--- config.mk ---
export PLATFORM = sky130hd
export DESIGN_NAME = dml_ram
export DESIGN_NICKNAME = d
export VERILOG_FILES = /design/src/rtl/core/dml_ram.sv
export SDC_FILE = /design/constraint.sdc
export NUM_CORES = 1
export LEC_CHECK = 0
export BUFFER_PORTS_ARGS = -buffer_cell sky130_fd_sc_hd__buf_2
export CAP_MARGIN = 20
export CORE_UTILIZATION = 65
export CTS_BUF_LIST = sky130_fd_sc_hd__clkbuf_16
export CTS_CLUSTER_SIZE = 24
export DETAILED_ROUTE_END_ITERATION = 10
export GPL_TIMING_DRIVEN = 0
export PLACE_DENSITY_LB_ADDON = 0.05
export REMOVE_ABC_BUFFERS = 1
export SYNTH_ARGS = -nofsm -noshare
export SYNTH_HDL_FRONTEND = slang
export SYNTH_SLANG_ARGS = --single-unit
--- constraint.sdc ---
create_clock -name clk -period 5.7 [get_ports clk]
set_input_delay 0.855 -clock clk [delete_from_list [all_inputs] [get_ports clk]]
set_output_delay 0.855 -clock clk [all_outputs]
set_load 0.02 [all_outputs]
--- src/rtl/core/dml_ram.sv ---
// ----------------------------------------------------------------------------
// dml_ram
// Generic single write port, single read port RAM with registered read.
// ----------------------------------------------------------------------------
module dml_ram #(
    parameter int WIDTH = 8,
    parameter int DEPTH = 32
) (
    input  logic                     clk,
    input  logic                     we,
    input  logic [$clog2(DEPTH)-1:0] waddr,
    input  logic [WIDTH-1:0]         wdata,
    input  logic [$clog2(DEPTH)-1:0] raddr,
    output logic [WIDTH-1:0]         rdata
);

    logic [WIDTH-1:0] mem [DEPTH];

    always_ff @(posedge clk)
    begin
        if (we)
        begin
            mem[waddr] <= wdata;
        end
        rdata <= mem[raddr];
    end

endmodule

---- After elaboration in Yosys (flattened, before gate mapping) ----
Memories as Yosys holds them, arrays and structs flattened. A register that Yosys moved wholly into a read port is not among the register bits.
Cells that the tools add are included.
operators by class
  muxes and demuxes ....................... 2
operators with widths
  cell              number
  1-bit 2-to-1 mux  2
storage, ports and cells
  memories kept ........................... 1
  output and inout bits ................... 8
  bits in registers ....................... 0
  input bits .............................. 20
  RAM bits ................................ 256
  word-level logic and storage cells ...... 3
memory list
  memory  depth  bits a word  read ports  clocked after memory_dff  write ports  RTL line  source
  mem     32     8            1           1                         1            17        logic [WIDTH-1:0] mem [DEPTH];

---- Depth between registers and ports, before layout ----
  depth after elaboration ................. 2
  depth in mapped cells ................... 5
  mapped depth without buffers ............ 3

---- Worst setup path before layout ----
No wires, ideal clock.
  path kind ............................... input to register
  start point ............................. input port raddr[2]
  end point ............................... register rdata[0] (read register of mem)
  data required time ...................... 5579 ps
  slack ................................... 3043 ps
  library setup time ...................... 121 ps
  buffers on the path ..................... 2
  arrival ................................. 2537 ps
  stages on the path ...................... 5
  cells stage by stage .................... clkbuf_1 -> clkbuf_1 -> mux4_2 -> mux4_2 -> mux2_2
RTL lines
  what                RTL line  source
  start: declaration  13        input logic [$clog2(DEPTH)-1:0] raddr,
  end: declaration    14        output logic [WIDTH-1:0] rdata

==> summary.md <==
| Metric | Value |
|---|---|
| Max Clock Skew | 0.0107 ns |
| Final hold vios | 0 |
| CTS clock-pin slew for the worst setup and hold paths | 0.06 ns |
| Hold_buf cts | 0 |
| Initial Util | 0.664 |
| Area share of the largest cell type after synthesis | 0.765 |
| Row cnt | 45 |
| Chip Width | 126 um |
| Antenna Cells | 0 |
| Worst EP required | 6.09 ns |
| Via density per instance | 6.55 |
| Post-synth EDFFs | 256 |
| Setup Crit Path Kind | in2reg |
| Startpoint Class | input pin |
| Origin of the critical flop-to-flop path | mem[29][7] |
| CTS Buf Count | 26 |
| Chip Height | 126 um |
| Setup violators final | 0 |
| Worst-Margin Slew | 0.845 ns |
| Ys async rst share | 0 |
| Slew headroom | 0.435 |
| Fmax | 373 MHz |
| Placed cell area | 0.0104 mm2 |
| Final period util | 0.470 |
| Post-route cell area | 0.0111 mm2 |
| Quantity of gates resized following cts | 0 |
| Vias in the first global route | 4,488 |
| HPWL after DPL | 11,000 um |
| Mapped Area | 0.0101 mm2 |
| Antenna Nets Post-Route | 0 |
| Die ar. | 0.0160 mm2 |
| Max rail drop VDD | 0.000273 V |
| Clock Sinks | 264 |
| Post-CTS Setup Bufs | 0 |
| LEAKAGE | 3.49 nW |
| Max Cap Viol | 0 |
| RePlAce Congestion | 0.759 |
| # H-tree levels | 1 |
| I/O pins | 28 |
| Hold EP | rdata[1] |
| Drt total wl | 18,400 um |
| Critical hold path startpoint | raddr[3] |
| Most frequent CP cell | mux4_2 |
| Pwr/cell area | 349 mW/mm2 |
| Pre-Repair DR Iteration Count | 4 |
| DRC viols | 0 |
| Buffers on Ports | 27 |
| Hold Worst Slack | 0.756 ns |
| Commonest cells post-synth | edfxtp_1, mux4_2, nor2_1 |
| Hold WC Path Type | in2reg |
| Routed WL per cell | 27.9 um |
| Nets | 474 |
| Gr ovfl total | 0 |
| Largest cells by area after synthesis | edfxtp_1, mux4_2, dfxtp_1 |
| Min cycle time layout | 2.68 ns |
| Via count | 4,325 |
| Crit path DAT | 3.07 ns |
| Clock Tree Buf Depth | 3 |
| Layout Utilization | 0.736 |
| First-pass GRT wire length | 27,900 um |
| Worst path max stage delay | 0.59 ns |
| Max Slew Vio Count | 0 |
| Post-Place Worst Slack | 2.45 ns |
| Post-synthesis cell type count | 15 |
| Unrepaired setup endpoints after global routing | false |
| Setup ws final | 3.02 ns |
| Clock root buffer | clkbuf_16 |
| Setup TNS | 0 ns |
| Core Area | 0.0151 mm2 |
| Syn-to-layout area delta | 10.8% |
| R2R setup slack | 3.89 ns |
| Hold path depth | 2 |
| Register area share after synthesis | 0.781 |
| Critical Path End Type | flop |
| Cell count after synthesis | 417 |
| Yosys Warn Count | 0 |
| Post-synth top flop | edfxtp_1 |
| Leading area contributor after synthesis | edfxtp_1 |
| Mean Syn Cell Area | 24.1 um2 |
| Worst skew pair latency | 0.52 ns |
| FF-to-FF path depth | 3 |
| Initial antenna violation count | 1 |
| Crit-path cells | buf_4 > buf_16 > mux4_2 > mux4_2 > mux2_2 |
| Synthesized flop and latch total | 264 |
| CTS tree | built |
| Status | finished, final reports clean |
| Layout cells sized above 1 | 0.328 |
| DR iter-0 viols | 494 |
| Reg2Reg Capture Point | rdata[7] |
| Critical-path top delay cell | mux4_2 |
| Overall global routing resource usage | 0.249 |
| Pin count of the biggest net entering global routing | 49 |
| Most frequent cell after synthesis | edfxtp_1 |
| CP Max Fanout | 43 |
-- worst max-delay path, delay by kind of cell --
kind | cells | cell delay (ns)
buf+inv | 2 | 0.75
mux | 3 | 1.43
-- cell families (layout without fill, tap and decap cells) --
logic type             after synthesis  in the layout  share of synthesized area
flip-flops                         264            264                      0.781
AND/OR/NAND/NOR                     45             45                     0.0207
multiplexers                        88             88                      0.188
buffers and inverters               20             75                     0.0106
-- through the flow --
step                power [W]  std cells
finish                0.00389        660
floorplan             0.00230        397
global route          0.00401        660
CTS                   0.00392        660
detailed placement    0.00241        614
global placement      0.00240        612
-- worst max path at each step --
stage,startpoint,endpoint,slack (ns),cells after the start
after floorplan,waddr[1],mem[0][0],3.53,2
after global placement,raddr[0],rdata[3],1.38,4
after detailed placement,raddr[0],rdata[5],2.45,5
after CTS,raddr[0],rdata[5],2.98,5
after global routing,raddr[0],rdata[5],2.89,5
final,raddr[0],rdata[5],3.02,5
-- state kept, by name (all words and copies together), names as in the netlist --
| register | cells |
|---|---|
| mem | 256 |
| rdata | 8 |
-- layout make-up --
cell class / count / area (um2)
fill: 828 / 4000
multi-input combinational: 133 / 2100
clock inverter: 19 / 88.8
sequential: 264 / 7850
clock buffer: 27 / 676
timing repair buffer: 29 / 195
tap: 188 / 235
-- power by group --
part	leakage (nW)	total (W)	internal, W	switching, W
sequential	2.37	0.00217	0.00216	0.00000714
combinational	0.727	0.000206	0.0000875	0.000119
clock	0.393	0.00152	0.000851	0.000670
-- per-layer routing --
layer  vias up  global-route usage  routed length [um]
li1       1848                   -                   -
met1      2287               0.408                8220
met2       171               0.365                8480
met3        19              0.0422                1470
met4         0              0.0560                 239
met5         -                   0                   0
-- cell usage in the layout, fill, tap and decap left out, drive strengths merged --
cell      count
dfxtp         8
clkbuf       27
nand3b        5
edfxtp      256
mux4         80
nor2         33
or3b          3
nand2         1
clkinvlp      3
nand3         2
clkinv       10
buf          29
or3           1
inv           6
mux2          8
Note: power is estimated with default switching activity, not from simulation.
