[src/rtl/core/dml_pkg.sv]
// ----------------------------------------------------------------------------
// dml_pkg
// Shared constants for the maximal munch DFA lexer: action codes, field
// widths, sequencer state codes and parameter defaults.
// ----------------------------------------------------------------------------
package dml_pkg;

    localparam int DEF_NUM_STATES  = 256;
    localparam int DEF_MAX_WORD    = 32;
    localparam int DEF_NUM_CLASSES = 64;

    localparam int ACTION_W = 2;
    localparam int STATE_FW = 8;
    localparam int CHAR_W   = 8;
    localparam int CLASS_W  = 6;
    localparam int START_W  = 5;
    localparam int LENGTH_W = 6;
    localparam int ACC_W    = CLASS_W + 1;

    localparam logic [ACTION_W-1:0] ACT_LOAD_TRANS  = 2'd0;
    localparam logic [ACTION_W-1:0] ACT_LOAD_ACCEPT = 2'd1;
    localparam logic [ACTION_W-1:0] ACT_CHAR        = 2'd2;
    localparam logic [ACTION_W-1:0] ACT_END_WORD    = 2'd3;

    localparam logic [2:0] S_IDLE = 3'd0;
    localparam logic [2:0] S_PASS = 3'd1;
    localparam logic [2:0] S_CHR  = 3'd2;
    localparam logic [2:0] S_TRN  = 3'd3;
    localparam logic [2:0] S_ACC  = 3'd4;
    localparam logic [2:0] S_EMIT = 3'd5;

endpackage

[src/rtl/core/dml_req_if.sv]
// ----------------------------------------------------------------------------
// dml_req_if
// Input item channel: valid/ready handshake with the item fields.
// ----------------------------------------------------------------------------
interface dml_req_if;
    logic                            valid;
    logic                            ready;
    logic [dml_pkg::ACTION_W-1:0]    action;
    logic [dml_pkg::STATE_FW-1:0]    from_state;
    logic [dml_pkg::CHAR_W-1:0]      char_code;
    logic [dml_pkg::STATE_FW-1:0]    to_state;
    logic                            entry_valid;
    logic [dml_pkg::CLASS_W-1:0]     token_class;

    modport source (output valid, action, from_state, char_code, to_state,
                    entry_valid, token_class, input ready);
    modport sink (input valid, action, from_state, char_code, to_state,
                  entry_valid, token_class, output ready);
endinterface

[src/rtl/core/dml_rsp_if.sv]
// ----------------------------------------------------------------------------
// dml_rsp_if
// Result channel: valid/ready handshake with the token fields.
// ----------------------------------------------------------------------------
interface dml_rsp_if;
    logic                            valid;
    logic                            ready;
    logic                            kind;
    logic [dml_pkg::CLASS_W-1:0]     class_out;
    logic [dml_pkg::START_W-1:0]     start_res;
    logic [dml_pkg::LENGTH_W-1:0]    length;
    logic [dml_pkg::CHAR_W-1:0]      error_char;
    logic                            joins_error;
    logic                            overflowed;
    logic                            last;

    modport source (output valid, kind, class_out, start_res, length, error_char,
                    joins_error, overflowed, last, input ready);
    modport sink (input valid, kind, class_out, start_res, length, error_char,
                  joins_error, overflowed, last, output ready);
endinterface

[src/rtl/core/dml_ctrl.sv]
// ----------------------------------------------------------------------------
// dml_ctrl
// Item decode, table loads, word capture and the longest match scan
// sequencer with its output register.
// ----------------------------------------------------------------------------
module dml_ctrl #(
    parameter int NUM_STATES  = dml_pkg::DEF_NUM_STATES,
    parameter int MAX_WORD    = dml_pkg::DEF_MAX_WORD,
    parameter int NUM_CLASSES = dml_pkg::DEF_NUM_CLASSES,
    localparam int SW  = $clog2(NUM_STATES),
    localparam int TAW = SW + dml_pkg::CHAR_W,
    localparam int IW  = $clog2(MAX_WORD),
    localparam int LW  = $clog2(MAX_WORD + 1)
) (
    input  logic                         clk,
    input  logic                         rst_n,
    input  logic                         clr_busy,
    dml_req_if.sink                      req,
    dml_rsp_if.source                    rsp,
    output logic                         t_we,
    output logic [TAW-1:0]               t_waddr,
    output logic [SW:0]                  t_wdata,
    output logic [TAW-1:0]               t_raddr,
    input  logic [SW:0]                  t_rdata,
    output logic                         a_we,
    output logic [SW-1:0]                a_waddr,
    output logic [dml_pkg::ACC_W-1:0]    a_wdata,
    output logic [SW-1:0]                a_raddr,
    input  logic [dml_pkg::ACC_W-1:0]    a_rdata,
    output logic                         b_we,
    output logic [IW-1:0]                b_waddr,
    output logic [dml_pkg::CHAR_W-1:0]   b_wdata,
    output logic [IW-1:0]                b_raddr,
    input  logic [dml_pkg::CHAR_W-1:0]   b_rdata
);

    logic [2:0]                     state_reg, state_next;
    logic [LW-1:0]                  wlen_reg, wlen_next;
    logic                           ovf_reg, ovf_next;
    logic [LW-1:0]                  p_reg, p_next;
    logic [LW-1:0]                  i_reg, i_next;
    logic [LW-1:0]                  best_reg, best_next;
    logic [dml_pkg::CLASS_W-1:0]    cls_reg, cls_next;
    logic [SW-1:0]                  st_reg, st_next;
    logic [dml_pkg::CHAR_W-1:0]     errch_reg, errch_next;
    logic                           prev_err_reg, prev_err_next;
    logic                           ov_reg, ov_next;
    logic                           acc;
    logic                           emit;
    logic [LW-1:0]                  adv;
    logic [LW-1:0]                  p_adv;
    logic [LW-1:0]                  i_inc;
    logic                           no_match;

    assign req.ready = (state_reg == dml_pkg::S_IDLE) && !clr_busy;
    assign acc       = req.valid && req.ready;
    assign no_match  = (best_reg == '0);
    assign adv       = no_match ? LW'(1) : best_reg;
    assign p_adv     = p_reg + adv;
    assign i_inc     = i_reg + LW'(1);
    assign emit      = (state_reg == dml_pkg::S_EMIT) && (!ov_reg || rsp.ready);

    assign t_we    = acc && (req.action == dml_pkg::ACT_LOAD_TRANS)
                     && (32'(req.from_state) < NUM_STATES)
                     && (32'(req.to_state) < NUM_STATES);
    assign t_waddr = {SW'(req.from_state), req.char_code};
    assign t_wdata = req.entry_valid ? {1'b1, SW'(req.to_state)} : '0;

    assign a_we    = acc && (req.action == dml_pkg::ACT_LOAD_ACCEPT)
                     && (32'(req.from_state) < NUM_STATES)
                     && (32'(req.token_class) < NUM_CLASSES);
    assign a_waddr = SW'(req.from_state);
    assign a_wdata = req.entry_valid ? {1'b1, req.token_class} : '0;

    assign b_we    = acc && (req.action == dml_pkg::ACT_CHAR)
                     && (32'(wlen_reg) < MAX_WORD);
    assign b_waddr = wlen_reg[IW-1:0];
    assign b_wdata = req.char_code;

    assign t_raddr = {st_reg, b_rdata};
    assign a_raddr = t_rdata[SW-1:0];

    always_comb
    begin
        state_next    = state_reg;
        wlen_next     = wlen_reg;
        ovf_next      = ovf_reg;
        p_next        = p_reg;
        i_next        = i_reg;
        best_next     = best_reg;
        cls_next      = cls_reg;
        st_next       = st_reg;
        errch_next    = errch_reg;
        prev_err_next = prev_err_reg;
        b_raddr       = p_reg[IW-1:0];
        ov_next       = ov_reg && !rsp.ready;
        case (state_reg)
            dml_pkg::S_IDLE:
            begin
                if (acc && req.action == dml_pkg::ACT_CHAR)
                begin
                    if (32'(wlen_reg) < MAX_WORD)
                    begin
                        wlen_next = wlen_reg + LW'(1);
                    end
                    else
                    begin
                        ovf_next = 1'b1;
                    end
                end
                else if (acc && req.action == dml_pkg::ACT_END_WORD)
                begin
                    if (wlen_reg == '0)
                    begin
                        ovf_next = 1'b0;
                    end
                    else
                    begin
                        p_next        = '0;
                        prev_err_next = 1'b0;
                        state_next    = dml_pkg::S_PASS;
                    end
                end
            end
            dml_pkg::S_PASS:
            begin
                b_raddr    = p_reg[IW-1:0];
                i_next     = p_reg;
                best_next  = '0;
                st_next    = '0;
                state_next = dml_pkg::S_CHR;
            end
            dml_pkg::S_CHR:
            begin
                if (i_reg == p_reg)
                begin
                    errch_next = b_rdata;
                end
                state_next = dml_pkg::S_TRN;
            end
            dml_pkg::S_TRN:
            begin
                if (t_rdata[SW])
                begin
                    st_next    = t_rdata[SW-1:0];
                    state_next = dml_pkg::S_ACC;
                end
                else
                begin
                    state_next = dml_pkg::S_EMIT;
                end
            end
            dml_pkg::S_ACC:
            begin
                if (a_rdata[dml_pkg::CLASS_W])
                begin
                    best_next = i_inc - p_reg;
                    cls_next  = a_rdata[dml_pkg::CLASS_W-1:0];
                end
                i_next  = i_inc;
                b_raddr = i_inc[IW-1:0];
                if (i_inc < wlen_reg)
                begin
                    state_next = dml_pkg::S_CHR;
                end
                else
                begin
                    state_next = dml_pkg::S_EMIT;
                end
            end
            dml_pkg::S_EMIT:
            begin
                if (emit)
                begin
                    ov_next       = 1'b1;
                    p_next        = p_adv;
                    prev_err_next = no_match;
                    if (p_adv >= wlen_reg)
                    begin
                        wlen_next  = '0;
                        ovf_next   = 1'b0;
                        state_next = dml_pkg::S_IDLE;
                    end
                    else
                    begin
                        state_next = dml_pkg::S_PASS;
                    end
                end
            end
            default:
            begin
                state_next = dml_pkg::S_IDLE;
            end
        endcase
    end

    always_ff @(posedge clk or negedge rst_n)
    begin
        if (!rst_n)
        begin
            state_reg    <= dml_pkg::S_IDLE;
            wlen_reg     <= '0;
            ovf_reg      <= 1'b0;
            prev_err_reg <= 1'b0;
            ov_reg       <= 1'b0;
        end
        else
        begin
            state_reg    <= state_next;
            wlen_reg     <= wlen_next;
            ovf_reg      <= ovf_next;
            prev_err_reg <= prev_err_next;
            ov_reg       <= ov_next;
        end
    end

    always_ff @(posedge clk)
    begin
        p_reg     <= p_next;
        i_reg     <= i_next;
        best_reg  <= best_next;
        cls_reg   <= cls_next;
        st_reg    <= st_next;
        errch_reg <= errch_next;
        if (emit)
        begin
            rsp.kind        <= no_match;
            rsp.class_out   <= no_match ? '0 : cls_reg;
            rsp.start_res   <= dml_pkg::START_W'(p_reg);
            rsp.length      <= dml_pkg::LENGTH_W'(adv);
            rsp.error_char  <= no_match ? errch_reg : '0;
            rsp.joins_error <= no_match && prev_err_reg;
            rsp.overflowed  <= ovf_reg;
            rsp.last        <= (p_adv >= wlen_reg);
        end
    end

    assign rsp.valid = ov_reg;

endmodule

[src/flat_wrapper.sv]
// flat-port wrapper written by rule: the top's interface ports become plain ports
module dml_ctrl_flat 
#(
    parameter int NUM_STATES  = dml_pkg::DEF_NUM_STATES,
    parameter int MAX_WORD    = dml_pkg::DEF_MAX_WORD,
    parameter int NUM_CLASSES = dml_pkg::DEF_NUM_CLASSES,
    localparam int SW  = $clog2(NUM_STATES),
    localparam int TAW = SW + dml_pkg::CHAR_W,
    localparam int IW  = $clog2(MAX_WORD),
    localparam int LW  = $clog2(MAX_WORD + 1)
)
  (clk, rst_n, clr_busy, t_we, t_waddr, t_wdata, t_raddr, t_rdata, a_we, a_waddr, a_wdata, a_raddr, a_rdata, b_we, b_waddr, b_wdata, b_raddr, b_rdata, req_valid, req_action, req_from_state, req_char_code, req_to_state, req_entry_valid, req_token_class, req_ready, rsp_valid, rsp_kind, rsp_class_out, rsp_start_res, rsp_length, rsp_error_char, rsp_joins_error, rsp_overflowed, rsp_last, rsp_ready);
  dml_req_if req_i ();
  dml_rsp_if rsp_i ();
  input  logic clk;
  input  logic rst_n;
  input  logic clr_busy;
  output logic t_we;
  output logic [TAW-1:0] t_waddr;
  output logic [SW:0] t_wdata;
  output logic [TAW-1:0] t_raddr;
  input  logic [SW:0] t_rdata;
  output logic a_we;
  output logic [SW-1:0] a_waddr;
  output logic [dml_pkg::ACC_W-1:0] a_wdata;
  output logic [SW-1:0] a_raddr;
  input  logic [dml_pkg::ACC_W-1:0] a_rdata;
  output logic b_we;
  output logic [IW-1:0] b_waddr;
  output logic [dml_pkg::CHAR_W-1:0] b_wdata;
  output logic [IW-1:0] b_raddr;
  input  logic [dml_pkg::CHAR_W-1:0] b_rdata;
  input wire logic [$bits(req_i.valid)-1:0] req_valid;
  input wire logic [$bits(req_i.action)-1:0] req_action;
  input wire logic [$bits(req_i.from_state)-1:0] req_from_state;
  input wire logic [$bits(req_i.char_code)-1:0] req_char_code;
  input wire logic [$bits(req_i.to_state)-1:0] req_to_state;
  input wire logic [$bits(req_i.entry_valid)-1:0] req_entry_valid;
  input wire logic [$bits(req_i.token_class)-1:0] req_token_class;
  output wire logic [$bits(req_i.ready)-1:0] req_ready;
  output wire logic [$bits(rsp_i.valid)-1:0] rsp_valid;
  output wire logic [$bits(rsp_i.kind)-1:0] rsp_kind;
  output wire logic [$bits(rsp_i.class_out)-1:0] rsp_class_out;
  output wire logic [$bits(rsp_i.start_res)-1:0] rsp_start_res;
  output wire logic [$bits(rsp_i.length)-1:0] rsp_length;
  output wire logic [$bits(rsp_i.error_char)-1:0] rsp_error_char;
  output wire logic [$bits(rsp_i.joins_error)-1:0] rsp_joins_error;
  output wire logic [$bits(rsp_i.overflowed)-1:0] rsp_overflowed;
  output wire logic [$bits(rsp_i.last)-1:0] rsp_last;
  input wire logic [$bits(rsp_i.ready)-1:0] rsp_ready;
  assign req_i.valid = req_valid;
  assign req_i.action = req_action;
  assign req_i.from_state = req_from_state;
  assign req_i.char_code = req_char_code;
  assign req_i.to_state = req_to_state;
  assign req_i.entry_valid = req_entry_valid;
  assign req_i.token_class = req_token_class;
  assign req_ready = req_i.ready;
  assign rsp_valid = rsp_i.valid;
  assign rsp_kind = rsp_i.kind;
  assign rsp_class_out = rsp_i.class_out;
  assign rsp_start_res = rsp_i.start_res;
  assign rsp_length = rsp_i.length;
  assign rsp_error_char = rsp_i.error_char;
  assign rsp_joins_error = rsp_i.joins_error;
  assign rsp_overflowed = rsp_i.overflowed;
  assign rsp_last = rsp_i.last;
  assign rsp_i.ready = rsp_ready;
  dml_ctrl #(.NUM_STATES(NUM_STATES), .MAX_WORD(MAX_WORD), .NUM_CLASSES(NUM_CLASSES)) u_core (.clk(clk), .rst_n(rst_n), .clr_busy(clr_busy), .req(req_i), .rsp(rsp_i), .t_we(t_we), .t_waddr(t_waddr), .t_wdata(t_wdata), .t_raddr(t_raddr), .t_rdata(t_rdata), .a_we(a_we), .a_waddr(a_waddr), .a_wdata(a_wdata), .a_raddr(a_raddr), .a_rdata(a_rdata), .b_we(b_we), .b_waddr(b_waddr), .b_wdata(b_wdata), .b_raddr(b_raddr), .b_rdata(b_rdata));
endmodule
[config.mk]
export PLATFORM = sky130hd
export DESIGN_NAME = dml_ctrl_flat
export DESIGN_NICKNAME = d
export VERILOG_FILES = /design/src/rtl/core/dml_pkg.sv /design/src/rtl/core/dml_req_if.sv /design/src/rtl/core/dml_rsp_if.sv /design/src/rtl/core/dml_ctrl.sv /design/src/flat_wrapper.sv
export SDC_FILE = /design/constraint.sdc
export NUM_CORES = 1
export LEC_CHECK = 0
export BUFFER_PORTS_ARGS = -buffer_cell sky130_fd_sc_hd__buf_2
export CAP_MARGIN = 20
export CORE_AREA = 2 2 110 102
export DETAILED_ROUTE_END_ITERATION = 16
export DIE_AREA = 0 0 112 104
export PLACE_DENSITY = 0.72
export SLEW_MARGIN = 20
export SYNTH_ARGS = -nofsm -noshare
export SYNTH_HDL_FRONTEND = slang
export SYNTH_SLANG_ARGS = --single-unit
[constraint.sdc]
create_clock -name clk -period 3.73 [get_ports clk]
set_input_delay 0.746 -clock clk [delete_from_list [all_inputs] [get_ports clk]]
set_output_delay 0.746 -clock clk [all_outputs]
set_load 0.01 [all_outputs]
# After elaboration in Yosys (flattened, before gate mapping)
# Index checks and enable logic that the tools add are counted.
# op_classes
addsub,4
magnitude_cmp,3
n_eq_ne,21
mux,41
n_reduce_logical,29
# ops
cell,count
6-bit two-way mux,10
6-bit one-hot mux with 2 select lines,4
3-bit one-hot mux with 6 select lines,1
"2-bit inequality test, second input constant",8
8-bit one-hot mux with 2 select lines,1
3-bit two-way mux,5
1-bit two-way mux,14
"6-bit by 1-bit adder with 6-bit output, second input constant",2
6-bit logical NOT,2
1-bit logical AND,10
5-bit AND reduction,2
9-bit two-way mux,1
"3-bit inequality test, second input constant",3
8-bit two-way mux,1
2-bit AND reduction,4
7-bit two-way mux,1
6-bit adder,1
"3-bit by 2-bit equality test with 1-bit output, second input constant",2
"3-bit equality test, second input constant",2
6-bit equality test,1
6-bit greater-or-equal comparator,1
6-bit < comparator,1
"6-bit < comparator, second input constant",1
6-bit AND reduction,1
other kinds (13),19
# word_totals
ff_bits,81
inputBits,62
out_inout_bits,116
word_cells,117

# Depth between registers and ports, before layout
# Gate-level depths: netlist of the first run.
# logic_depth
ltp_word,7
mapped_depth,17
depth_no_buf,16

# Worst setup path before layout of the first run
# No wires, ideal clock.
# synth_timing
path_type,reg2reg
startpoint,reg u_core.best_reg[1]
endpoint,reg u_core.wlen_reg[1]
setup_ns,0.095
arrival_ns,3.367
slack_ns,0.267
stages_incl_launch_ff,18
cell_sequence,edfxtp_1 -> or4_4 -> nor3_4 -> or2_1 -> ha_1 -> inv_1 -> fa_1 -> inv_1 -> a21o_1 -> a21oi_1 -> xnor2_1 -> ha_1 -> o21a_1 -> a21oi_1 -> o21ai_2 -> and2_1 -> buf_2 -> o31ai_1
# synth_between
elab_chain_cells,6
# synth_rtl
element,line_no,rtl
from (decl),dml_ctrl.sv:42,"logic [LW-1:0] best_reg, best_next;"
from (signal assigned),dml_ctrl.sv:221,best_reg <= best_next;
6-bit logical NOT,dml_ctrl.sv:57,assign no_match = (best_reg == '0);
6-bit two-way mux,dml_ctrl.sv:58,assign adv = no_match ? LW'(1) : best_reg;
named net u_core.adv[0],dml_ctrl.sv:50,logic [LW-1:0] adv;
6-bit adder,dml_ctrl.sv:59,assign p_adv = p_reg + adv;
named net u_core.p_adv[4],dml_ctrl.sv:51,logic [LW-1:0] p_adv;
6-bit greater-or-equal comparator,dml_ctrl.sv:178,if (p_adv >= wlen_reg)
2-bit inequality test (no line),-,
5-bit AND reduction (no line),-,
to (signal assigned),dml_ctrl.sv:210,wlen_reg <= wlen_next;
to (decl),dml_ctrl.sv:38,"logic [LW-1:0] wlen_reg, wlen_next;"
# The timed path passes the listed nets, and every way through them passes these cells.
# A chain may end at the register's enable or synchronous reset.

# Worst setup path after layout of the first run
# layout_timing
startpoint,reg u_core.best_reg[0]
endpoint,reg u_core.wlen_reg[1]
# layout_between
elab_chain_cells,6
# layout_rtl
element,line_no
6-bit logical NOT,dml_ctrl.sv:57
6-bit two-way mux (*),dml_ctrl.sv:58
named net u_core.adv[0],dml_ctrl.sv:50
6-bit adder (*),dml_ctrl.sv:59
named net u_core.p_adv[4],dml_ctrl.sv:51
6-bit greater-or-equal comparator (*),dml_ctrl.sv:178
2-bit inequality test (no line) (*),-
5-bit AND reduction (no line) (*),-
# Mark *: on every way through the listed nets, which the timed path passes. The rest lies on a longest branch.

==> results by stage, run 1 <==
Critical path:
- The worst setup path is of the register to register kind.
- The data arrival time of the critical path is 3880 ps.
- For the worst setup path, the data required time is 3970 ps.
- Along the worst path, the maximum fanout reaches 6.
- The endpoint class of the critical path is a register.
- The startpoint type of the worst setup path is a register.

Cells and area:
- Leaving out fill and tap cells, the most frequent cells in the layout are buf_2 (129), edfxtp_1 (69), and2_1 (24).
- The number of antenna cells inserted is 0.
- The leading cell type in the layout, fill and taps excluded is buf_2.
- The post-route netlist has 36.7% of its cells at a drive strength greater than 1.
- The net count reported at finish is 538.
- The post-synthesis to final-layout area growth is 15.3%.
- The number of standard cells in the final layout excluding fillers is 588.
- Counting the fill cells in the layout gives 965.
- After routing the design area is 0.00520 sq mm.

Synth:
- The synthesized design spends more area on one cell type than any other, namely edfxtp_1.
- The mapped netlist covers 0.00451 sq mm.
- The post-synthesis share of cell area spent on and, or, nand and nor gates is 15.6%.
- The number of nets in the synthesized netlist is 467.
- Yosys mapped a number of flops with a built-in enable equal to 69.
- Ranked by total cell area, the synthesized netlist is headed by edfxtp_1 (46%), buf_4 (10%), dfrtp_1 (6.7%), ha_1 (6.7%), and2_1 (3.5%).
- The sequential area share after synthesis is 52.6%.
- The xor-xnor portion of the synthesized cell area is 4.60%.
- The share of flip-flops with an asynchronous set or reset after synthesis is 14.8%.
- The synthesized netlist devotes 6.66% of its cell area to compound gates.
- The proportion of synthesized area in mux cells is 0.333%.
- After technology mapping, the gate count stands at 379.
- The most used flip-flop cell after synthesis is edfxtp_1.
- Synthesis instantiated 55 different standard cells from the library.
- The average footprint of a synthesized cell is 11.9 sq um.
- Yosys printed 0 warnings.
- The post-synthesis register bit count is 81.
- The proportion of netlist area held by the largest area contributor is 45.9%.
- The synthesized netlist devotes 7.55% of its cell area to adder and majority cells.
- By area, the combinational part of the netlist is dominated by simple AND/OR/NAND/NOR gates.

Detailed routing:
- The detailed-route via count is 2954.
- The aggregate routed wire length is 9360 um.
- The final antenna-violating net count is 0.
- The final routed wire length divided by cell count is 15.9 um.
- The DRC violation total after the first TritonRoute iteration is 168.
- After detailed routing, the number of vias per cell comes to 5.02.
- The count of unresolved DRC violations after routing is 0.
- The number of search-and-repair iterations in the first detailed-routing pass is 4.

Floorplanning:
- The initial core utilization is 42.8%.
- The die covers 0.0116 sq mm.
- Row generation in the floorplan step produced 36 rows.
- For this design the top-level I/O count stands at 178.
- The total core area is 0.0105 sq mm.
- The vertical die dimension is 104 um.
- From left edge to right edge, the die measures 112 um.

Pwr:
- In this run the power density over the cells is 715 mW/mm^2.
- The clock network is responsible for 26.4% of the overall power.
- The share of power burned in combinational logic is 35.5%.
- Across the VDD grid, the largest voltage drop is 0.367 mV.
- Internal power comes to 2.42 mW.
- The portion of total power attributed to sequential cells is 38.1%.
- The leakage power total is 2.30 nW.
- The net switching fraction of the power is 35.0%.
- Total power for the finished layout comes to 3.72 mW.
- The switching power of the nets is 1.30 mW.

Clock network:
- CTS placed an instance of clkbuf_16 at the clock tree root.
- The CTS buffer count is 9.
- Clock-pin slew was measured on the worst setup and hold paths at 60 ps.
- The clock tree from TritonCTS is built.
- The number of clock sinks is 81.
- The H-tree depth reported by CTS is 3.
- The total of hold buffers inserted after clock tree synthesis is 0.
- The latest clock arrival within the worst-skew pair is 330 ps.
- The clock passes through at most 2 buffers.

Placement:
- Once placement finished, the instance area stood at 0.00484 sq mm.
- The worst slack at placement is 108 ps.
- The weighted congestion reported at the end of routability-driven placement is 0.849.
- The number of port buffers is 129.
- The detailed placer's ending HPWL is 7100 um.
- The number of placed instances, taps included, is 570.

Job:
- Across the run, the number of max-cap violations was 0.

Global routing:
- Entering global routing, the biggest net connects 29 pins.
- The number of antenna violations at the first check in global routing came to 0.
- The global-route wire length before repair is 14700 um.
- Summed over all layers, the global routing overflow is 0.
- The via count of the first global-routing pass was 2948.
- The total track usage is 16.0%.

Timing:
- The final-layout setup total negative slack is 0 ps.
- The number of setup violations in the final report is 0.
- The final count of pins violating max slew is 0.
- The minimum period implied by the final worst setup slack is 3640 ps.
- The setup slack of the critical path after layout is 91.3 ps.
- The achievable clock frequency is 275 MHz.
- At the pin with the least slew margin, the transition time is 825 ps.
- Across the routed clock network, the largest skew measured is 6.00 ps.
- Measured against its own limit, the worst slew margin works out to 45.0%.
- The final clock period utilization by the worst path is 97.6%.
- The final number of hold-violating endpoints is 0.

Hold path:
- The worst hold path belongs to the class primary input to asynchronous set/reset pin.

Run status:
- The flow ran to the end, and the final reports show no timing, DRC or antenna violations.
## logic make-up (layout without fill, tap and decap cells)
kind of cell,Yosys count,in the layout
simple gates,112,112
buf+inv,92,168
flops,81,81
compound gates,45,45
fa+ha+maj,26,26
xor+xnor,22,22
mux,1,1
## stage by stage
step | hold WS, ps | util, %
after floorplan | 426 | -
after detailed placement | 457 | 45.9
after global placement | 438 | 45.9
final | 290 | 49.3
after global routing | 303 | 49.3
after CTS | 296 | 49.1
## synth_stat cells (2+ instances only)
cell,n
fa_1,2
a211oi_1,2
xor2_1,4
nor2b_1,8
nand2_1,18
and4b_1,5
nand2b_1,4
o21ai_0,5
xnor2_1,17
o22ai_1,2
clkbuf_1,12
a21o_1,6
nor4_4,2
nand4_1,3
inv_1,17
edfxtp_1,69
a21boi_0,2
dfrtp_1,12
buf_4,60
nor2_1,16
o21ai_1,5
buf_2,2
nand3_1,5
a21oi_1,11
nand3b_1,2
or2_1,2
and2_1,25
o21a_1,2
and3_1,10
ha_1,24
## path summary, 6_finish.rpt
kind | from | end | depth (start not counted) | slack [ps]
min in group clk | u_core.ovf_reg$_DFFE_PN0P_ | u_core.rsp.overflowed$_DFFE_PP_ | 0 | 470
max in group asynchronous | rst_n | u_core.prev_err_reg$_DFFE_PN0P_ | 1 | 3210
hold reg to reg | u_core.ovf_reg$_DFFE_PN0P_ | u_core.rsp.overflowed$_DFFE_PP_ | 0 | 470
setup / recovery | u_core.best_reg[0]$_SDFFCE_PN0P_ | u_core.wlen_reg[1]$_DFFE_PN0P_ | 16 | 90
hold / removal | rst_n | u_core.wlen_reg[1]$_DFFE_PN0P_ | 1 | 290
setup reg to reg | u_core.best_reg[0]$_SDFFCE_PN0P_ | u_core.wlen_reg[1]$_DFFE_PN0P_ | 16 | 90
## power by group through the flow
stage	clock network, mW	registers (mW)	logic, mW
detailed placement	0	1.43	1.29
finish	0.982	1.42	1.32
global route	1.04	1.44	1.49
floorplan	0	1.37	1.05
global placement	0	1.43	1.25
CTS	1.00	1.42	1.30
## routing by layer
layer / vias to the layer above / GRT usage, % / wire length, um
met3: 25 / 3.96 / 652
li1: 1413 / - / -
met4: 0 / 4.70 / 144
met5: - / 0 / 0
met1: 1405 / 19.9 / 3830
met2: 111 / 27.5 / 4740
## layout make-up
class | count | area [sq um] | share of cell area, %
Timing Repair Buffer | 134 | 683 | 13.1
Clock buffer | 10 | 239 | 4.59
Inverter | 18 | 67.6 | 1.30
Sequential cell | 81 | 2370 | 45.6
Tap cell | 133 | 166 | 3.20
Multi-Input combinational cell | 206 | 1580 | 30.3
Clock inverter | 6 | 97.6 | 1.88
## what timing repair did
action,4_1_cts,5_1_grt
endpoints found under the setup margin,0,6
buffers inserted,0,2
resized for setup,0,4
hold endpoints to repair,0,0
## worst max-delay path, stage by stage, from the launching register on
cell      delay [ps]
edfxtp_1         420
or4_4            580
nor3_4           160
or2_1            190
ha_2             220
inv_1             60
fa_2             350
inv_1             60
a21o_1           100
a21oi_1           70
xnor2_1          220
ha_1             290
o21a_1           190
a21oi_2          150
o21ai_2           90
and2_2           220
o31ai_1          190
Power figures use the tool's default switching activity.
==> inputs of run 2 (changes only) <==
ABC_AREA = 1   (was not set)
CELL_PAD_IN_SITES_DETAIL_PLACEMENT = 1   (was not set)
CELL_PAD_IN_SITES_GLOBAL_PLACEMENT = 1   (was not set)
CORE_AREA = 2 2 128 118   (was 2 2 110 102)
DIE_AREA = 0 0 130 120   (was 0 0 112 104)
PLACE_DENSITY = 0.73   (was 0.72)
==> run 2 against run 1 <==
  * Total power grew 18%
  * Worst hold slack lost 5.3 ps
  * Non-clock buffer count increased by 5
  * Critical path depth increased by 5
  * Worst setup slack improved by 100 ps
  * Synthesized cell count rose by 28%
  * Register-to-register slack improved by 100 ps
  * Sequential power up 4%
  * Final cell count is 31% higher
  * Critical endpoint is now u_core.wlen_reg[0]$_DFFE_PN0P_
  * Largest cell class unchanged
  * Highest routed layer unchanged
==> results by stage, run 2 <==
Synth:
- The proportion of netlist area held by the largest area contributor is 44.9% (was 45.9%).
- The post-synthesis cell type with the largest combined area is edfxtp_1 (unchanged).
- The synthesis warning total is 0 (unchanged).
- The count of flip-flops with a built-in enable after synthesis is 69 (unchanged).
- The sequential area share after synthesis is 51.4% (was 52.6%).
- The gate count after technology mapping was 486 (was 379).
- The share of flip-flops with an asynchronous set or reset after synthesis is 14.8% (unchanged).
- The number of nets in the synthesized netlist is 574 (was 467).
- Dominant cells by area after synthesis: edfxtp_1 (45%), buf_4 (9.8%), inv_1 (6.9%), nand2_1 (6.9%), dfrtp_1 (6.5%) (was edfxtp_1 (46%), buf_4 (10%), dfrtp_1 (6.7%), ha_1 (6.7%), and2_1 (3.5%)).
- The post-synthesis register bit count came to 81 (unchanged).
- The average footprint of a synthesized cell is 9.49 sq um (was 11.9 sq um).
- The number of distinct library cell variants in the gate-level netlist after synthesis is 39 (was 55).
- The most used flip-flop cell after synthesis is edfxtp_1 (unchanged).
- Commonest cells post-synth: inv_1 (85), nand2_1 (85), edfxtp_1 (69) (was edfxtp_1 (69), buf_4 (60), and2_1 (25)).
- The netlist area before placement is 0.00461 sq mm (was 0.00451 sq mm).

Cells and area:
- The net count reported at finish is 655 (was 538).
- The number of antenna cells inserted came to 0 (unchanged).
- The total of fill cells in the finished design is 1705 (was 965).
- The end-of-flow core utilization is 37.7% (was 49.3%).
- The multi-input combinational cell area was 0.00143 sq mm (was 0.00158 sq mm).
- The share of final-layout standard cells stronger than drive strength 1 came to 30.8% (was 36.7%).
- The area taken by flip-flops and latches is 0.00237 sq mm (unchanged).
- The post-synthesis to final-layout area growth was 17.2% (was 15.3%).
- The leading cell type in the layout, fill and taps excluded is buf_2 (unchanged).
- Top library cells by usage in the layout, fill and taps aside: buf_2 (129), inv_1 (84), nand2_1 (82) (was buf_2 (129), edfxtp_1 (69), and2_1 (24)).

Detailed routing:
- The number of search-and-repair iterations in the first detailed-routing pass is 4 (unchanged).
- The aggregate routed wire length is 11900 um (was 9360 um).
- The count of unresolved DRC violations after routing was 0 (unchanged).
- The detailed-route via count is 3491 (was 2954).
- The DRC violation total after the first TritonRoute iteration is 141 (was 168).
- The final routed wire length divided by cell count is 15.5 um (was 15.9 um).
- The final antenna-violating net count is 0 (unchanged).
- The routed via count divided by cell count came to 4.53 (was 5.02).

Placement:
- The detailed placer's ending HPWL is 9360 um (was 7100 um).
- The number of port buffers is 129 (unchanged).
- The weighted congestion reported at the end of routability-driven placement came to 0.811 (was 0.849).

Critical path:
- The required time reported for the critical path endpoint is 3990 ps (was 3970 ps).
- The startpoint type of the worst setup path is a register (unchanged).
- The worst setup path startpoint is u_core.best_reg[3]$_SDFFCE_PN0P_ (was u_core.best_reg[0]$_SDFFCE_PN0P_).
- The endpoint class of the critical path was a register (unchanged).
- The data arrival time of the critical path is 3800 ps (was 3880 ps).
- The highest fanout seen on the critical path came to 5 (was 6).
- The launch instance of the worst register-to-register path is u_core.best_reg[3]$_SDFFCE_PN0P_ (was u_core.best_reg[0]$_SDFFCE_PN0P_).
- The critical path start-end classification is register to register (unchanged).

Timing:
- The final worst clock skew came to 5.28 ps (was 6.00 ps).
- The final clock period utilization by the worst path is 94.9% (was 97.6%).
- The worst-case hold slack is 284 ps (was 290 ps).
- The final number of hold-violating endpoints is 0 (unchanged).
- The slew at the pin closest to its max-slew limit is 930 ps (was 825 ps).
- The final count of pins violating max slew is 0 (unchanged).
- The achievable clock frequency is 283 MHz (was 275 MHz).
- The headroom to the max-slew limit is 37.4% (was 45.0%).
- The minimum period implied by the final worst setup slack is 3540 ps (was 3640 ps).
- The number of setup violations in the final report is 0 (unchanged).

Job:
- The number of maximum-capacitance violations is 0 (unchanged).

Global routing:
- The total track usage is 15.5% (was 16.0%).
- The global-route wire length before repair came to 18300 um (was 14700 um).
- The total global routing overflow came to 0 (unchanged).
- The largest net degree at the start of global routing was 32 (was 29).
- The number of antenna violations at the first check in global routing is 0 (unchanged).
- The via count of the first global-routing pass is 3570 (was 2948).

Clock network:
- The clock tree from TritonCTS is built (unchanged).
- The clock-pin slew of the registers on the worst-case setup and hold paths is 60 ps (about the same).
- The H-tree depth reported by CTS is 3 (unchanged).
- The latest clock arrival within the worst-skew pair is 340 ps (was 330 ps).
- The root cell of the clock tree is clkbuf_16 (unchanged).
- The maximum clock insertion buffer count is 2 (unchanged).
- The CTS buffer count is 9 (unchanged).
- The number of clock sinks was 81 (unchanged).

Floorplanning:
- The I/O pin count is 178 (unchanged).
- The overall die area is 0.0156 sq mm (was 0.0116 sq mm).
- The total core area is 0.0143 sq mm (was 0.0105 sq mm).
- The horizontal die dimension is 130 um (was 112 um).
- The vertical die dimension is 120 um (was 104 um).
- The initial core utilization came to 32.2% (was 42.8%).
- The placement row count is 42 (was 36).

Pwr:
- The leakage power total came to 2.68 nW (was 2.30 nW).
- The net switching fraction of the power was 42.3% (was 35.0%).
- The internal power summed over all cells is 2.52 mW (was 2.42 mW).
- The clock network fraction of total power is 20.1% (was 26.4%).
- The worst vdd rail ir drop is 0.308 mV (was 0.367 mV).
- The share of power burned in combinational logic is 46.2% (was 35.5%).
- The switching power of the nets is 1.85 mW (was 1.30 mW).
- The portion of total power attributed to sequential cells came to 33.7% (was 38.1%).
- The total chip power is 4.37 mW (was 3.72 mW).
- The cell area power density is 809 mW/mm^2 (was 715 mW/mm^2).

Hold path:
- The class of the tightest hold or removal check is primary input to asynchronous set/reset pin (unchanged).

Run status:
- Status: completed (unchanged).
## run 2: worst paths after layout
path / cells after the start / end / slack, ps
worst max-delay path: 21 / u_core.wlen_reg[0]$_DFFE_PN0P_ / 190
worst min-delay path: 1 / u_core.wlen_reg[1]$_DFFE_PN0P_ / 280
worst max register to register: 21 / u_core.wlen_reg[0]$_DFFE_PN0P_ / 190
worst min register to register: 2 / u_core.prev_err_reg$_DFFE_PN0P_ / 500
max in group asynchronous: 1 / u_core.rsp.valid$_DFF_PN0_ / 3210
min in group clk: 2 / u_core.prev_err_reg$_DFFE_PN0P_ / 500
## run 2: worst max-delay path, stage by stage, from the launching register on
cell      delay (ps)
edfxtp_1         410
nor2_1           150
nand3_1          110
nor3_2           260
inv_1             90
nand2_1          100
ha_2             200
inv_1             50
fa_1             400
nor2_2           150
nor2_1            60
o21bai_1         180
xnor2_1          150
inv_1             70
ha_1             290
nand2_1          100
inv_1             60
a21oi_2          170
nand2_2          100
nand2_2           90
nand2_2           90
o21ai_0          160
## run 2: layer usage
layer  vias to the layer above  routed length [um]  GRT usage [%]
li1                       1664                   -              -
met1                      1679                4910           18.1
met2                       118                6000           27.5
met3                        30                 804           4.01
met4                         0                 192           4.97
met5                         -                   0              0
## run 2: layout make-up
class,instances,share of cell area (%)
clock buffers,9,4.17
clock inverters,7,1.30
inverters,89,6.20
multi-input cells,247,26.5
flip-flops and latches,81,43.9
well taps,198,4.58
repair buffers,139,13.3
## run 2: power by group through the flow
stage          Clock [mW]  Sequential [mW]  Combinational, mW
2_1_floorplan           0             1.44               1.42
3_3_place_gp            0             1.48               1.80
3_5_place_dp            0             1.49               1.93
4_1_cts             0.904             1.47               1.96
5_1_grt             0.934             1.50               2.29
6_report            0.881             1.47               2.02
## run 2: kinds of logic (layout without fill, tap and decap cells)
logic type,after synthesis,count (layout),share of synthesized area (%)
AOI/OAI and AO/OA,45,45,5.53
xor gates and xnor gates,7,7,1.33
adders and majority gates,26,26,7.38
buffers and inverters,158,244,18.0
DFF,81,81,51.4
and+or+nand+nor,169,169,16.4
## run 2: per-stage QoR
step	cell area, sq um	TNS, ps	std cells	worst slack, ps
after floorplan	4610	0	486	478
after global placement	5050	0	748	419
after detailed placement	5050	0	748	53.1
after CTS	5340	0	764	30.7
after global routing	5410	-189	770	-58.3
final	5410	0	770	192
## run 2: repair_timing
item                                    CTS  global route
setup buffers                             0             6
hold buffers                              0             0
endpoints found under the setup margin    0             8
resized for setup                         0             8
==> inputs of run 3 (changes only) <==
ABC_AREA = not set   (was 1)
CORE_AREA = 2 2 125 115   (was 2 2 128 118)
DIE_AREA = 0 0 127 117   (was 0 0 130 120)
==> run 3 against run 2 <==
  * Total power is 16% lower
  * Via count decreased by 15%
  * Final cell count decreased by 19%
  * Sequential share of layout area is 1.6 points higher
  * Worst hold slack gained 2.9 ps
  * Core utilization up 0.56 points
  * Sequential power is 3% lower
  * Critical path depth shrank 5
  * Critical path type unchanged
  * Largest cell class unchanged
==> results by stage, run 3 (synthesized netlist as in run 1, its figures left out) <==
Placement:
- The weighted congestion reported at the end of routability-driven placement is 0.854 (was 0.811).
- The number of port buffers is 129 (unchanged).
- The detailed placer's ending HPWL was 8460 um (was 9360 um).
- The worst slack at placement was 94.1 ps (was 53.1 ps).

Timing:
- The number of setup violations in the final report is 0 (unchanged).
- The worst-case hold slack was 287 ps (was 284 ps).
- The slew at the pin closest to its max-slew limit is 784 ps (was 930 ps).
- The minimum period implied by the final worst setup slack was 3540 ps (about the same).
- The setup slack of the critical path after layout was 191 ps (was 192 ps).
- The final count of pins violating max slew is 0 (unchanged).
- The final clock period utilization by the worst path is 94.9% (about the same).
- The headroom to the max-slew limit was 47.7% (was 37.4%).
- The achievable clock frequency is 283 MHz (about the same).
- The final worst clock skew was 10.9 ps (was 5.28 ps).
- The final number of hold-violating endpoints was 0 (unchanged).

Critical path:
- The required time reported for the critical path endpoint is 4000 ps (was 3990 ps).
- The highest fanout seen on the critical path is 6 (was 5).
- The startpoint type of the worst setup path is a register (unchanged).
- The data arrival time of the critical path is 3800 ps (about the same).
- The critical path start-end classification is register to register (unchanged).
- The endpoint class of the critical path is a register (unchanged).

Floorplanning:
- The vertical die dimension was 117 um (was 120 um).
- The total core area is 0.0136 sq mm (was 0.0143 sq mm).
- The placement row count is 41 (was 42).
- The horizontal die dimension is 127 um (was 130 um).
- The I/O pin count is 178 (unchanged).
- The initial core utilization is 33.1% (was 32.2%).
- The overall die area is 0.0149 sq mm (was 0.0156 sq mm).

Job:
- The number of maximum-capacitance violations came to 0 (unchanged).

Global routing:
- The total global routing overflow is 0 (unchanged).
- The total track usage is 15.2% (was 15.5%).
- The largest net degree at the start of global routing is 33 (was 32).
- The number of antenna violations at the first check in global routing is 0 (unchanged).
- The global-route wire length before repair is 16900 um (was 18300 um).
- The via count of the first global-routing pass came to 3174 (was 3570).

Detailed routing:
- The aggregate routed wire length is 10900 um (was 11900 um).
- The final routed wire length divided by cell count is 17.3 um (was 15.5 um).
- The count of unresolved DRC violations after routing is 0 (unchanged).
- The final antenna-violating net count is 0 (unchanged).
- The number of search-and-repair iterations in the first detailed-routing pass is 4 (unchanged).
- The routed via count divided by cell count came to 4.74 (was 4.53).
- The DRC violation total after the first TritonRoute iteration came to 111 (was 141).
- The detailed-route via count is 2973 (was 3491).

Clock network:
- The clock tree from TritonCTS is built (unchanged).
- The root cell of the clock tree is clkbuf_16 (unchanged).
- The clock-pin slew of the registers on the worst-case setup and hold paths is 70 ps (was 60 ps).
- The maximum clock insertion buffer count is 2 (unchanged).
- The number of clock sinks came to 81 (unchanged).
- The CTS buffer count was 9 (unchanged).
- The total of hold buffers inserted after clock tree synthesis is 0 (unchanged).
- The H-tree depth reported by CTS is 3 (unchanged).
- The latest clock arrival within the worst-skew pair is 350 ps (was 340 ps).

Run status:
- Status: completed (unchanged).

Pwr:
- The switching power of the nets is 1.35 mW (was 1.85 mW).
- The share of power burned in combinational logic is 36.7% (was 46.2%).
- The internal power summed over all cells is 2.33 mW (was 2.52 mW).
- The portion of total power attributed to sequential cells was 38.5% (was 33.7%).
- The total chip power came to 3.68 mW (was 4.37 mW).
- The net switching fraction of the power is 36.7% (was 42.3%).
- The worst vdd rail ir drop was 0.265 mV (was 0.308 mV).
- The cell area power density is 706 mW/mm^2 (was 809 mW/mm^2).
- The leakage power total is 2.29 nW (was 2.68 nW).
- The clock network fraction of total power is 24.7% (was 20.1%).

Hold path:
- The class of the tightest hold or removal check is primary input to asynchronous set/reset pin (unchanged).

Cells and area:
- The net count reported at finish came to 538 (was 655).
- The post-synthesis to final-layout area growth is 15.7% (was 17.2%).
- The share of final-layout standard cells stronger than drive strength 1 was 36.7% (was 30.8%).
- The number of antenna cells inserted is 0 (unchanged).
- Top library cells by usage in the layout, fill and taps aside: buf_2 (129), edfxtp_1 (69), and2_1 (24) (was buf_2 (129), inv_1 (84), nand2_1 (82)).
- The leading cell type in the layout, fill and taps excluded is buf_2 (unchanged).
- The total of fill cells in the finished design came to 1506 (was 1705).
run 3: final timing paths:
| path | startpoint | depth (start not counted) | to | slack (ps) |
|---|---|---|---|---|
| worst max-delay path | u_core.best_reg[1]$_SDFFCE_PN0P_ | 16 | u_core.wlen_reg[1]$_DFFE_PN0P_ | 190 |
| worst min-delay path | rst_n | 1 | u_core.wlen_reg[3]$_DFFE_PN0P_ | 290 |
| worst max register to register | u_core.best_reg[1]$_SDFFCE_PN0P_ | 16 | u_core.wlen_reg[1]$_DFFE_PN0P_ | 190 |
| worst min register to register | u_core.ovf_reg$_DFFE_PN0P_ | 0 | u_core.rsp.overflowed$_DFFE_PP_ | 460 |
| max in group asynchronous | rst_n | 1 | u_core.prev_err_reg$_DFFE_PN0P_ | 3180 |
| min in group clk | u_core.ovf_reg$_DFFE_PN0P_ | 0 | u_core.rsp.overflowed$_DFFE_PP_ | 460 |
run 3: power by group through the flow:
stage | registers (mW) | clock network, mW | logic, mW
after floorplan | 1.37 | 0 | 1.05
after global placement | 1.42 | 0 | 1.26
after detailed placement | 1.44 | 0 | 1.33
after CTS | 1.42 | 0.934 | 1.34
after global routing | 1.45 | 0.969 | 1.53
final | 1.42 | 0.911 | 1.35
run 3: area by class of cell:
class,count,area (sq um),area share (%)
clock buffers,9,225,4.32
clock inverters,7,76.3,1.46
inverters,18,67.6,1.29
multi-input cells,206,1580,30.2
flip-flops and latches,81,2370,45.5
well taps,172,215,4.12
repair buffers,134,683,13.1
run 3: critical path, cell delays in order, from the launching register on:
cell      delay [ps]
edfxtp_1         440
or4_4            580
nor3_4           130
or2_1            160
ha_2             190
inv_1             60
fa_2             340
inv_1             60
a21o_1           100
a21oi_1           70
xnor2_1          240
ha_1             290
o21a_1           170
a21oi_1          160
o21ai_2          100
and2_4           170
o31ai_2          180
run 3: stage by stage:
step | TNS (ps) | area, sq um | instances | utilization (%)
floorplan | 0 | 4510 | 379 | -
global placement | 0 | 4880 | 608 | 35.8
detailed placement | 0 | 4880 | 608 | 35.8
CTS | 0 | 5180 | 624 | 38.0
global route | -35.2 | 5220 | 627 | 38.2
finish | 0 | 5220 | 627 | 38.2
run 3: repair_timing:
item,4_1_cts,5_1_grt
setup endpoints to repair,0,7
resized for setup,0,5
endpoints found under the hold margin,0,0
buffers inserted,0,3
run 3: layer usage:
layer  vias up  part of all wire, %  GRT usage, %
li1       1411                    -             -
met5         -                    0             0
met3        22                  8.7          5.55
met2       146                   48          26.3
met4         0                  2.6          6.45
met1      1394                   40          17.0
